[config.mk]
export PLATFORM = sky130hd
export DESIGN_NAME = mpst_cell
export DESIGN_NICKNAME = d
export VERILOG_FILES = /design/src/hw/rtl/mpst_pkg.sv /design/src/hw/rtl/mpst_cell.sv
export SDC_FILE = /design/constraint.sdc
export NUM_CORES = 1
export LEC_CHECK = 0
export BUFFER_PORTS_ARGS = -buffer_cell sky130_fd_sc_hd__buf_4
export CORE_MARGIN = 2
export CORE_UTILIZATION = 58
export DETAILED_ROUTE_END_ITERATION = 16
export MAX_ROUTING_LAYER = met4
export PLACE_DENSITY_LB_ADDON = 0.2
export SYNTH_ARGS = -nofsm -noshare
export SYNTH_HDL_FRONTEND = slang
export SYNTH_SLANG_ARGS = --single-unit
[constraint.sdc]
create_clock -name aclk -period 21.4 [get_ports aclk]
set_input_delay 1.07 -clock aclk [delete_from_list [all_inputs] [get_ports aclk]]
set_output_delay 1.07 -clock aclk [all_outputs]
set_load 0.02 [all_outputs]
[src/hw/rtl/mpst_pkg.sv]
// Shared types and constants of the pointing-device state table.
package mpst_pkg;

    localparam int DEVICE_SLOTS = 8;
    localparam int BUTTON_COUNT = 5;
    localparam int MAX_RESULTS  = 8;
    localparam int BTN_W        = 5;
    localparam int ID_W         = 4;
    localparam int CNT_W        = 4;
    localparam int KEY_W        = 32;
    localparam int MOVE_W       = 32;
    localparam int WHEEL_W      = 16;
    localparam int S_DATA_W     = 128;
    localparam int S_USER_W     = 3;
    localparam int M_DATA_W     = 104;

    localparam logic [BTN_W-1:0] BUTTON_MASK = BTN_W'((1 << BUTTON_COUNT) - 1);
    localparam logic [CNT_W-1:0] CAP_RESET   = CNT_W'(8);
    localparam logic [CNT_W-1:0] CAP_LIMIT   = CNT_W'(MAX_RESULTS);

    typedef logic [1:0] mode_t;
    localparam mode_t MODE_EVENT = 2'd0;
    localparam mode_t MODE_POLL  = 2'd1;
    localparam mode_t MODE_CLEAR = 2'd2;

    typedef enum logic [1:0] {
        OP_EVENT,
        OP_POLL,
        OP_CLEAR
    } op_t;

    typedef struct packed {
        logic                      vld;
        op_t                       op;
        logic [KEY_W-1:0]          key;
        logic signed [MOVE_W-1:0]  mx;
        logic signed [MOVE_W-1:0]  my;
        logic [BTN_W-1:0]          down;
        logic [BTN_W-1:0]          up;
        logic signed [WHEEL_W-1:0] wheel;
        logic                      done;
        logic [CNT_W-1:0]          cnt;
        logic [CNT_W-1:0]          limit;
    } tok_t;

    typedef struct packed {
        logic                      emit;
        logic                      last;
        logic [ID_W-1:0]           id;
        logic signed [MOVE_W-1:0]  sx;
        logic signed [MOVE_W-1:0]  sy;
        logic signed [WHEEL_W-1:0] wheel;
        logic [BTN_W-1:0]          held;
        logic [BTN_W-1:0]          pressed;
        logic [BTN_W-1:0]          released;
    } rec_t;

endpackage

[src/hw/rtl/mpst_cell.sv]
// One slot of the device table: holds a device's state and passes the command word on.
module mpst_cell #(
    parameter int SLOT_IDX = 0
) (
    input  logic          aclk,
    input  logic          aresetn,
    input  logic          stall,
    input  mpst_pkg::tok_t tok_i,
    input  logic          nxt_valid_i,
    output mpst_pkg::tok_t tok_o,
    output logic          valid_o,
    output mpst_pkg::rec_t rec_o
);
    import mpst_pkg::*;

    tok_t                      tok_reg;
    logic                      valid_reg;
    logic [KEY_W-1:0]          key_reg;
    logic signed [MOVE_W-1:0]  ax_reg;
    logic signed [MOVE_W-1:0]  ay_reg;
    logic signed [WHEEL_W-1:0] wheel_reg;
    logic [BTN_W-1:0]          held_reg;
    logic [BTN_W-1:0]          pr_reg;
    logic [BTN_W-1:0]          rl_reg;

    logic                      hit;
    logic                      act_evt;
    logic                      emit;
    logic signed [MOVE_W-1:0]  bx;
    logic signed [MOVE_W-1:0]  by;
    logic [BTN_W-1:0]          bh;
    logic [BTN_W-1:0]          bp;
    logic [BTN_W-1:0]          br;
    logic signed [MOVE_W:0]    sx_w;
    logic signed [MOVE_W:0]    sy_w;
    logic signed [MOVE_W-1:0]  ax_next;
    logic signed [MOVE_W-1:0]  ay_next;
    logic [BTN_W-1:0]          held_next;
    logic [BTN_W-1:0]          pr_next;
    logic [BTN_W-1:0]          rl_next;

    always_comb begin
        hit     = valid_reg && (key_reg == tok_reg.key);
        act_evt = tok_reg.vld && (tok_reg.op == OP_EVENT) && !tok_reg.done
                  && (hit || !valid_reg);
        bx = valid_reg ? ax_reg : '0;
        by = valid_reg ? ay_reg : '0;
        bh = valid_reg ? held_reg : '0;
        bp = valid_reg ? pr_reg : '0;
        br = valid_reg ? rl_reg : '0;

        sx_w = {bx[MOVE_W-1], bx} + {tok_reg.mx[MOVE_W-1], tok_reg.mx};
        sy_w = {by[MOVE_W-1], by} + {tok_reg.my[MOVE_W-1], tok_reg.my};
        if (sx_w[MOVE_W] != sx_w[MOVE_W-1]) begin
            ax_next = sx_w[MOVE_W] ? {1'b1, {(MOVE_W-1){1'b0}}} : {1'b0, {(MOVE_W-1){1'b1}}};
        end else begin
            ax_next = sx_w[MOVE_W-1:0];
        end
        if (sy_w[MOVE_W] != sy_w[MOVE_W-1]) begin
            ay_next = sy_w[MOVE_W] ? {1'b1, {(MOVE_W-1){1'b0}}} : {1'b0, {(MOVE_W-1){1'b1}}};
        end else begin
            ay_next = sy_w[MOVE_W-1:0];
        end

        held_next = (bh | (tok_reg.down & BUTTON_MASK)) & ~(tok_reg.up & BUTTON_MASK)
                    & BUTTON_MASK;
        pr_next   = bp | (~bh & held_next & BUTTON_MASK);
        rl_next   = br | (bh & ~held_next & BUTTON_MASK);

        emit = tok_reg.vld && (tok_reg.op == OP_POLL) && valid_reg
               && (tok_reg.cnt < tok_reg.limit);

        rec_o.emit     = emit;
        rec_o.last     = (CNT_W'(tok_reg.cnt + CNT_W'(1)) == tok_reg.limit) || !nxt_valid_i;
        rec_o.id       = ID_W'(SLOT_IDX + 1);
        rec_o.sx       = ax_reg;
        rec_o.sy       = ay_reg;
        rec_o.wheel    = wheel_reg;
        rec_o.held     = held_reg;
        rec_o.pressed  = pr_reg;
        rec_o.released = rl_reg;

        tok_o      = tok_reg;
        tok_o.done = tok_reg.done | act_evt;
        tok_o.cnt  = CNT_W'(tok_reg.cnt + CNT_W'(emit));
    end

    assign valid_o = valid_reg;

    always_ff @(posedge aclk) begin
        if (!aresetn) begin
            tok_reg.vld <= 1'b0;
            valid_reg   <= 1'b0;
        end else if (!stall) begin
            tok_reg <= tok_i;
            if (tok_reg.vld) begin
                case (tok_reg.op)
                    OP_EVENT: begin
                        if (act_evt) begin
                            valid_reg <= 1'b1;
                            key_reg   <= tok_reg.key;
                            ax_reg    <= ax_next;
                            ay_reg    <= ay_next;
                            wheel_reg <= tok_reg.wheel;
                            held_reg  <= held_next;
                            pr_reg    <= pr_next;
                            rl_reg    <= rl_next;
                        end
                    end
                    OP_POLL: begin
                        if (valid_reg) begin
                            ax_reg    <= '0;
                            ay_reg    <= '0;
                            wheel_reg <= '0;
                            pr_reg    <= '0;
                            rl_reg    <= '0;
                        end
                    end
                    OP_CLEAR: begin
                        valid_reg <= 1'b0;
                    end
                    default: begin
                    end
                endcase
            end
        end
    end

endmodule

==> flow_summary.yaml, run 1 <==
logic_synthesis:
  synth-seq-cells: 262
  yosys-top-cells-area: "edfxtp_1 (55%), buf_4 (7.1%), ha_1 (6.2%)"
  async_reset_ff_share_pct: 0
  yosysSeqAreaShare_pct: 55.1
  synth_edf_count: 260
  yosysTopAreaCellShare_pct: 54.8
  synth_warnings: 0
  synthDistinctLibCells: 69
  syn_area_um2: 14300
  syn_inst: 1189
  synth_top_area_cell: "edfxtp_1"
  syn_avg_cell_area_um2: 12.0
  synthFlopType: "edfxtp_1"
floorplanning:
  die_w_um: 161
  dieArea_um2: 25800
  ios: 374
  die_h_um: 161
  placementRows: 57
  start_util_pct: 58.8
  core_um2: 24200
clock_tree:
  cts_buffers: 29
  cts_hold_buf: 0
  cts_buffer_depth: 3
  cts.sinks: 262
  ctsResizeCount: 0
  clockRootBuffer: "clkbuf_16"
  htree_levels: 1
  cts_tree: "yes"
  cts_setup_buffers: 0
  path_clk_slew_ps: 60
  clk_latency_ps: 550
critical_path:
  worstPathRequired_ps: 21810
  crit_family: "compound AO/OA/AOI/OAI gates"
  end_kind: "flop"
  cpMaxStageDelayCell: "mux2i_2"
  crit_path_max_fanout: 55
  arrival_ps: 5140
  critical_path_class: "flop to flop"
  crit_path_start_kind: "flop"
  max_stage_delay_ps: 850
  crit_buf_inv: 2
  path_cells: "buf_4 -> nand2_1 -> fa_1 -> nand2b_1 -> a21oi_1 -> nor3_1 -> o21a_1 -> o21ai_2 -> o2111a_1 -> o21ai_2 -> mux2i_2 -> buf_4 -> a31o_2"
cells_and_area:
  fillers: 1761
  diodes: 0
  fin_area_um2: 17300
  largest_register_ffs: 129
  nets: 1640
  multi_input_area_um2: 5150
  drive_gt1_share_pct: 31.4
  regArea_um2: 7850
  syn2layout_area_growth_pct: 21.2
status:
  status: "completed"
timing:
  slew_headroom_pct: 29.2
  final.min_clock_period_ps: 4730
  clock.fmax_mhz: 211
  finalSetupTns_ps: 0
  slew_violations: 0
  setup_viol: 0
  clock_skew_ps: 18.0
  tightest_slew_ps: 1040
  rsz0062_at_grt: "no"
  min_period_over_period_pct: 22.1
  final-hold-violation-count: 0
placement:
  hpwl_mm: 24.0
  place_area_um2: 16300
  gp_congestion: 0.959
  port_buffers: 369
drt:
  viasPerCell: 5.54
  antenna_left: 0
  wl_per_cell_um: 18.8
  routed-via-count: 9833
  drt-initial-drc-count: 634
  first_pass_iters: 5
  drc_errors: 0
  totalWireLength_mm: 33.4
flow_run:
  cap_viol_max_count: 0
power_and_ir_drop:
  leakagePower_nw: 7.46
  powerDensity_nw_per_um2: 72.2
  ir_drop_v: 0.0000674
global_routing:
  grt_pass1_vias: 9793
  grt_pass1_wl_mm: 51.7
  antenna_found_initial: 0
  grt_overflow: 0
  gr-usage-all-layers_pct: 25.9
  grt_max_degree: 75
hold_path:
  hp-class: "flop to flop"
[stage by stage]
step	worst slack (ps)	std cells	hold WS [ps]	power, mW	utilization, %
2_1_floorplan	12850	1191	472	0.717	-
4_1_cts	16640	1776	509	1.26	71.3
3_5_place_dp	16710	1722	492	0.758	67.4
3_3_place_gp	16790	1722	489	0.755	67.4
6_report	16670	1776	510	1.25	71.3
5_1_grt	16290	1776	519	1.29	71.3
[power breakdown]
group / total, mW / switching [mW] / internal, mW
Clock: 0.499 / 0.199 / 0.300
Combinational: 0.145 / 0.0780 / 0.0668
Sequential: 0.604 / 0.0152 / 0.589
Total: 1.25 / 0.292 / 0.956
[path summary, 6_finish.rpt]
path / depth (start not counted) / end / from / slack (ps)
worst max-delay path: 13 / ay_reg[12]$_SDFFCE_PP0P_ / valid_o$_SDFFE_PN0P_ / 16670
worst min-delay path: 0 / key_reg[24]$_DFFE_PP_ / tok_o[123]$_DFFE_PP_ / 510
worst max register to register: 13 / ay_reg[12]$_SDFFCE_PP0P_ / valid_o$_SDFFE_PN0P_ / 16670
worst min register to register: 0 / key_reg[24]$_DFFE_PP_ / tok_o[123]$_DFFE_PP_ / 510
[Yosys cell counts (all sizes together) (12+ instances only)]
cell,count
a21o,68
a21oi,79
and2,80
buf,147
clkbuf,22
edfxtp,260
ha,71
inv,27
nand2,49
nand2b,15
nand3,22
nand4,12
nor2,55
o21ai,70
xnor2,34
xor2,53
[placed cells by master, fill, tap and decap left out, types with 8 or more instances in the layout]
| cell type | n |
|---|---|
| a21o_1 | 62 |
| nand2b_1 | 15 |
| o21bai_1 | 8 |
| nor2_1 | 54 |
| clkbuf_1 | 9 |
| xnor2_1 | 34 |
| nand3_1 | 22 |
| ha_1 | 71 |
| clkbuf_16 | 29 |
| nor4_1 | 8 |
| edfxtp_1 | 260 |
| inv_1 | 26 |
| nand4_1 | 12 |
| nor2b_1 | 10 |
| and2_1 | 80 |
| a21oi_1 | 74 |
| nor3_1 | 10 |
| xor2_1 | 53 |
| o21ai_0 | 64 |
| nand2_1 | 49 |
| buf_4 | 376 |
[layout make-up]
cell class              instances  area share (%)
multi-input cells             733            29.8
repair buffers                376            16.3
clock inverters                15            1.01
flip-flops and latches        262            45.4
inverters                      27           0.615
clock buffers                  39            4.47
well taps                     324            2.35
[cells by family after synthesis]
| family | count (synthesis) | share of synthesized area, % |
|---|---|---|
| and+or+nand+nor | 282 | 10.4 |
| xor gates and xnor gates | 87 | 5.35 |
| AOI/OAI and AO/OA | 284 | 13.4 |
| buffers and inverters | 196 | 9.03 |
| muxes | 2 | 0.140 |
| adders and majority gates | 74 | 6.59 |
| other | 2 | 0.0527 |
| DFF | 262 | 55.1 |
[layer usage]
metal | vias to the layer above | GRT usage, % | part of all wire (%)
li1 | 4681 | - | -
met1 | 4707 | 31.7 | 40
met2 | 385 | 43.8 | 50
met3 | 60 | 5.22 | 7.0
met4 | 0 | 7.75 | 2.9
met5 | - | - | 0
Power figures use the tool's default switching activity.
==> run 2: changes to the inputs <==
--- a/config.mk
+++ b/config.mk
@@ -7,7 +7,7 @@
 export LEC_CHECK = 0
 export BUFFER_PORTS_ARGS = -buffer_cell sky130_fd_sc_hd__buf_4
 export CORE_MARGIN = 2
-export CORE_UTILIZATION = 58
+export CORE_UTILIZATION = 49
 export DETAILED_ROUTE_END_ITERATION = 16
 export MAX_ROUTING_LAYER = met4
 export PLACE_DENSITY_LB_ADDON = 0.2
==> constraint.sdc (replaced) <==
create_clock -name aclk -period 3.9 [get_ports aclk]
set_input_delay 0.195 -clock aclk [delete_from_list [all_inputs] [get_ports aclk]]
set_output_delay 0.195 -clock aclk [all_outputs]
set_load 0.02 [all_outputs]
==> flow_summary.yaml, run 2 (same netlist as run 1, synthesis figures left out) <==
status:
  status: "completed"
drt:
  drt-initial-drc-count: 669
  antenna_left: 0
  wl_per_cell_um: 18.0
  top_layer: "met4"
  first_pass_iters: 5
  wl_met2_mm: 18.2
  drt-met1-wl_mm: 14.4
  dr_wl_met3_mm: 2.07
  totalWireLength_mm: 35.8
  viasPerCell: 5.23
  drc_errors: 0
  routed-via-count: 10400
clock_tree:
  cts_buffers: 29
  clockRootBuffer: "clkbuf_16"
  clk_latency_ps: 570
  htree_levels: 1
  cts_tree: "yes"
  cts.sinks: 262
  cts_buffer_depth: 3
  cts_setup_buffers: 0
  path_clk_slew_ps: 60
power_and_ir_drop:
  p_switching_mw: 1.68
  powerDensity_nw_per_um2: 373
  switching_share_pct: 23.8
  p_clk_share_pct: 40.1
  p_seq_share_pct: 46.9
  power_frac_comb_pct: 13.0
  p_total_mw: 7.07
  ir_drop_v: 0.000412
  power.internal_mw: 5.39
  leakagePower_nw: 8.13
critical_path:
  path_cells: "and2_1 -> ha_1 -> inv_1 -> fa_1 -> nand2b_1 -> a21oi_1 -> nor3_1 -> o21a_1 -> o21ai_2 -> o2111a_1 -> o21ai_2 -> mux2i_2 -> buf_12 -> a31o_2"
  startpoint: "valid_o$_SDFFE_PN0P_"
  r2r-start: "valid_o$_SDFFE_PN0P_"
  worstPathRequired_ps: 4330
  end_kind: "flop"
  arrival_ps: 3940
  cpMaxStageDelayCell: "dfxtp_2"
  crit_family: "compound AO/OA/AOI/OAI gates"
  max_stage_delay_ps: 530
  critical_path_class: "flop to flop"
  crit_path_max_fanout: 24
  crit_buf_inv: 2
  path_common_cell: "o21ai_2"
  crit_path_start_kind: "flop"
timing:
  slew_headroom_pct: 37.2
  hold_ws_ps: 32.1
  min_period_over_period_pct: 90.0
  setup_viol: 0
  final.min_clock_period_ps: 3510
  tightest_slew_ps: 942
  slew_violations: 0
  clock.fmax_mhz: 285
  rsz0062_at_grt: "no"
  fin_ws_ps: 389
  final-hold-violation-count: 0
  clock_skew_ps: 18.6
cells_and_area:
  final_cell_mix: "buf_4 (386), edfxtp_1 (260), dlygate4sd3_1 (135)"
  drive_gt1_share_pct: 29.5
  syn2layout_area_growth_pct: 32.8
  largest_register_ffs: 129
  nets: 1790
  finalNonFillerCells: 1988
  final_common_cell: "buf_4"
floorplanning:
  start_util_pct: 49.7
  core_um2: 28700
  die_w_um: 175
  dieArea_um2: 30500
  ios: 374
  placementRows: 62
  die_h_um: 175
hold_path:
  hp-class: "primary input to flop"
  min_from: "stall"
placement:
  port_buffers: 369
  dp_slack_ps: 320
  gp_congestion: 0.917
  hpwl_mm: 24.9
  placed_cells: 1797
global_routing:
  grt_max_degree: 94
  grt_overflow: 0
  gr-usage-all-layers_pct: 23.8
  antenna_found_initial: 2
  grt_pass1_wl_mm: 56.3
  grt_pass1_vias: 10600
flow_run:
  cap_viol_max_count: 0
## run 2: worst register-to-register path, delay by kind of cell (launching register included)
kind	cells	cell delay, ps
compound gates	6	1220
fa+ha+maj	2	560
buf+inv	2	270
flops	1	530
mux	1	280
simple gates	3	520
## run 2: metrics by stage
stage	utilization [%]	TNS (ps)	area, um2
final	66.0	0	18900
after global routing	66.0	0	18900
after CTS	65.9	0	18900
after detailed placement	57.8	0	16600
after global placement	57.8	0	16600
after floorplan	-	-6550	14300
## run 2: final cells by class
class                           count  area, um2
Tap cell                          384        480
Timing Repair Buffer              526       4350
Inverter                           27        106
Fill cell                        2140       9770
Clock buffer                       33        741
Sequential cell                   262       7850
Antenna cell                        2       5.00
Clock inverter                     21        240
Multi-Input combinational cell    733       5160
## run 2: per-layer routing
layer | GRT usage, % | up-vias
met4 | 7.26 | 0
met1 | 28.5 | 5025
met2 | 40.8 | 318
li1 | - | 4986
met3 | 4.42 | 70
met5 | - | -
## run 2: final timing paths
path / endpoint / slack, ps / depth (start not counted)
max: ay_reg[2]$_SDFFCE_PP0P_ / 390 / 14
max reg2reg: ay_reg[2]$_SDFFCE_PP0P_ / 390 / 14
min: valid_o$_SDFFE_PN0P_ / 30 / 4
min reg2reg: key_reg[31]$_DFFE_PP_ / 500 / 0
## run 2: repair_timing
item | CTS | global route
hold endpoints to repair | 135 | 0
endpoints found under the setup margin | 0 | 2
gates resized for setup | 0 | 1
hold buffers | 135 | 0
## run 2: power groups by stage
stage | registers (mW) | logic (mW) | clock network, mW
after global routing | 3.32 | 0.995 | 3.01
after detailed placement | 3.37 | 0.803 | 0
final | 3.31 | 0.920 | 2.83
after floorplan | 3.34 | 0.593 | 0
after CTS | 3.31 | 0.917 | 2.88
after global placement | 3.37 | 0.787 | 0
==> run 3: changes to the inputs <==
--- a/config.mk
+++ b/config.mk
@@ -9,7 +9,6 @@
 export CORE_MARGIN = 2
 export CORE_UTILIZATION = 49
 export DETAILED_ROUTE_END_ITERATION = 16
-export MAX_ROUTING_LAYER = met4
 export PLACE_DENSITY_LB_ADDON = 0.2
 export SYNTH_ARGS = -nofsm -noshare
 export SYNTH_HDL_FRONTEND = slang
==> constraint.sdc (replaced) <==
create_clock -name aclk -period 3.9 [get_ports aclk]
set_input_delay 0.195 -clock aclk [delete_from_list [all_inputs] [get_ports aclk]]
set_output_delay 0.195 -clock aclk [all_outputs]
set_load 0.1 [all_outputs]
==> flow_summary.yaml, run 3 (same netlist as run 1, synthesis figures left out) <==
clock_tree:
  cts_buffers: 29
  clk_latency_ps: 560
  path_clk_slew_ps: 60
  cts_setup_buffers: 0
  cts_buffer_depth: 3
  clockRootBuffer: "clkbuf_16"
  cts_tree: "yes"
  cts.sinks: 262
  htree_levels: 1
cells_and_area:
  largest_register_ffs: 129
  final_cell_mix: "buf_4 (387), edfxtp_1 (260), dlygate4sd3_1 (135)"
  fin_area_um2: 18800
  nets: 1789
  diodes: 0
  drive_gt1_share_pct: 29.5
  syn2layout_area_growth_pct: 31.9
  final_common_cell: "buf_4"
  utilization_pct: 65.5
status:
  status: "completed"
drt:
  drt-initial-drc-count: 509
  first_pass_iters: 5
  viasPerCell: 5.25
  wl_per_cell_um: 18.5
  drc_errors: 0
  totalWireLength_mm: 36.7
  routed-via-count: 10400
  antenna_left: 0
timing:
  setup_viol: 0
  slew_headroom_pct: 21.1
  tightest_slew_ps: 1180
  slew_violations: 0
  min_period_over_period_pct: 94.0
  final-hold-violation-count: 0
  clock.fmax_mhz: 273
  clock_skew_ps: 17.2
  rsz0062_at_grt: "no"
  final.min_clock_period_ps: 3670
critical_path:
  crit_family: "compound AO/OA/AOI/OAI gates"
  path_common_cell: "ha_1"
  cpMaxStageDelayCell: "a2111oi_0"
  crit_path_max_fanout: 5
  critical_path_class: "flop to primary output"
  worstPathRequired_ps: 3700
  crit_path_start_kind: "flop"
  max_stage_delay_ps: 780
  end_kind: "primary output"
  crit_buf_inv: 1
  path_cells: "ha_1 -> nor2b_1 -> o21ai_0 -> nand2b_1 -> a2111oi_0 -> ha_1 -> ha_1 -> xor2_1 -> buf_4"
  arrival_ps: 3470
floorplanning:
  core_um2: 28700
  dieArea_um2: 30500
  start_util_pct: 49.7
  die_w_um: 175
  ios: 374
  die_h_um: 175
  placementRows: 62
global_routing:
  grt_max_degree: 127
  gr-usage-all-layers_pct: 23.2
  grt_pass1_wl_mm: 56.5
  antenna_found_initial: 0
  grt_pass1_vias: 10600
  grt_overflow: 0
power_and_ir_drop:
  powerDensity_nw_per_um2: 393
  ir_drop_v: 0.000352
  leakagePower_nw: 8.08
placement:
  port_buffers: 369
  hpwl_mm: 25.2
  gp_congestion: 0.866
  place_area_um2: 16600
hold_path:
  hp-class: "primary input to flop"
flow_run:
  cap_viol_max_count: 0
run 3: changes by cell type in the layout (fill, tap and decap cells not counted), moves of 2 or more:
cell	delta
buf_12	-2
bufinv_16	-4
clkinv_2	+2
clkinvlp_4	+2
diode_2	-2
run 3: final timing paths:
kind,cells after the start,to,start,slack (ps)
max,9,tok_o[6],tok_reg[5]$_DFFE_PP_,230
min,4,valid_o$_SDFFE_PN0P_,stall,40
max reg2reg,13,ax_reg[23]$_SDFFCE_PP0P_,valid_o$_SDFFE_PN0P_,320
min reg2reg,0,key_reg[7]$_DFFE_PP_,tok_o[106]$_DFFE_PP_,500
run 3: power breakdown:
| group | switching [mW] | internal (mW) |
|---|---|---|
| sequential | 0.0844 | 3.23 |
| combinational | 1.04 | 0.465 |
| clock | 1.14 | 1.43 |
| total | 2.27 | 5.13 |
run 3: timing repair:
item | 4_1_cts | 5_1_grt
hold endpoints to repair | 135 | 0
hold buffers | 135 | 0
resized for setup | 0 | 1
setup endpoints to repair | 0 | 26
run 3: per-layer routing:
layer	vias to the layer above	global-route usage, %	wire (um)
li1	4988	-	-
met1	5013	28.2	14500
met2	342	41.9	19000
met3	69	4.16	1990
met4	0	7.29	1150
met5	-	0	0
run 3: worst register-to-register path: stages (launching register included):
cell and delay (ps):
dfxtp_4 500, buf_4 320, and2_1 180, ha_1 280, a21o_1 190, a211oi_2 260
o21ai_0 150, a41o_1 250, a21o_1 180, o21bai_2 150, nand2_1 120, o31ai_2 260
buf_4 310, o21ai_0 170
run 3: area by class of cell:
type	count	area, um2
Timing Repair Buffer	525	4320
Clock buffer	33	741
Tap cell	384	480
Clock inverter	21	145
Inverter	27	106
Sequential cell	262	7850
Multi-Input combinational cell	733	5160
Fill cell	2198	9900
run 3: through the flow:
stage               power (mW)  setup WS (ps)  TNS [ps]  hold slack [ps]  instances
finish                    7.39            234         0             36.0       1985
global route              7.64           35.6         0             33.2       1985
CTS                       7.44            197         0             11.0       1985
detailed placement        4.76            234         0              374       1796
global placement          4.74            351         0              373       1796
floorplan                 4.52           -138    -12450              294       1191
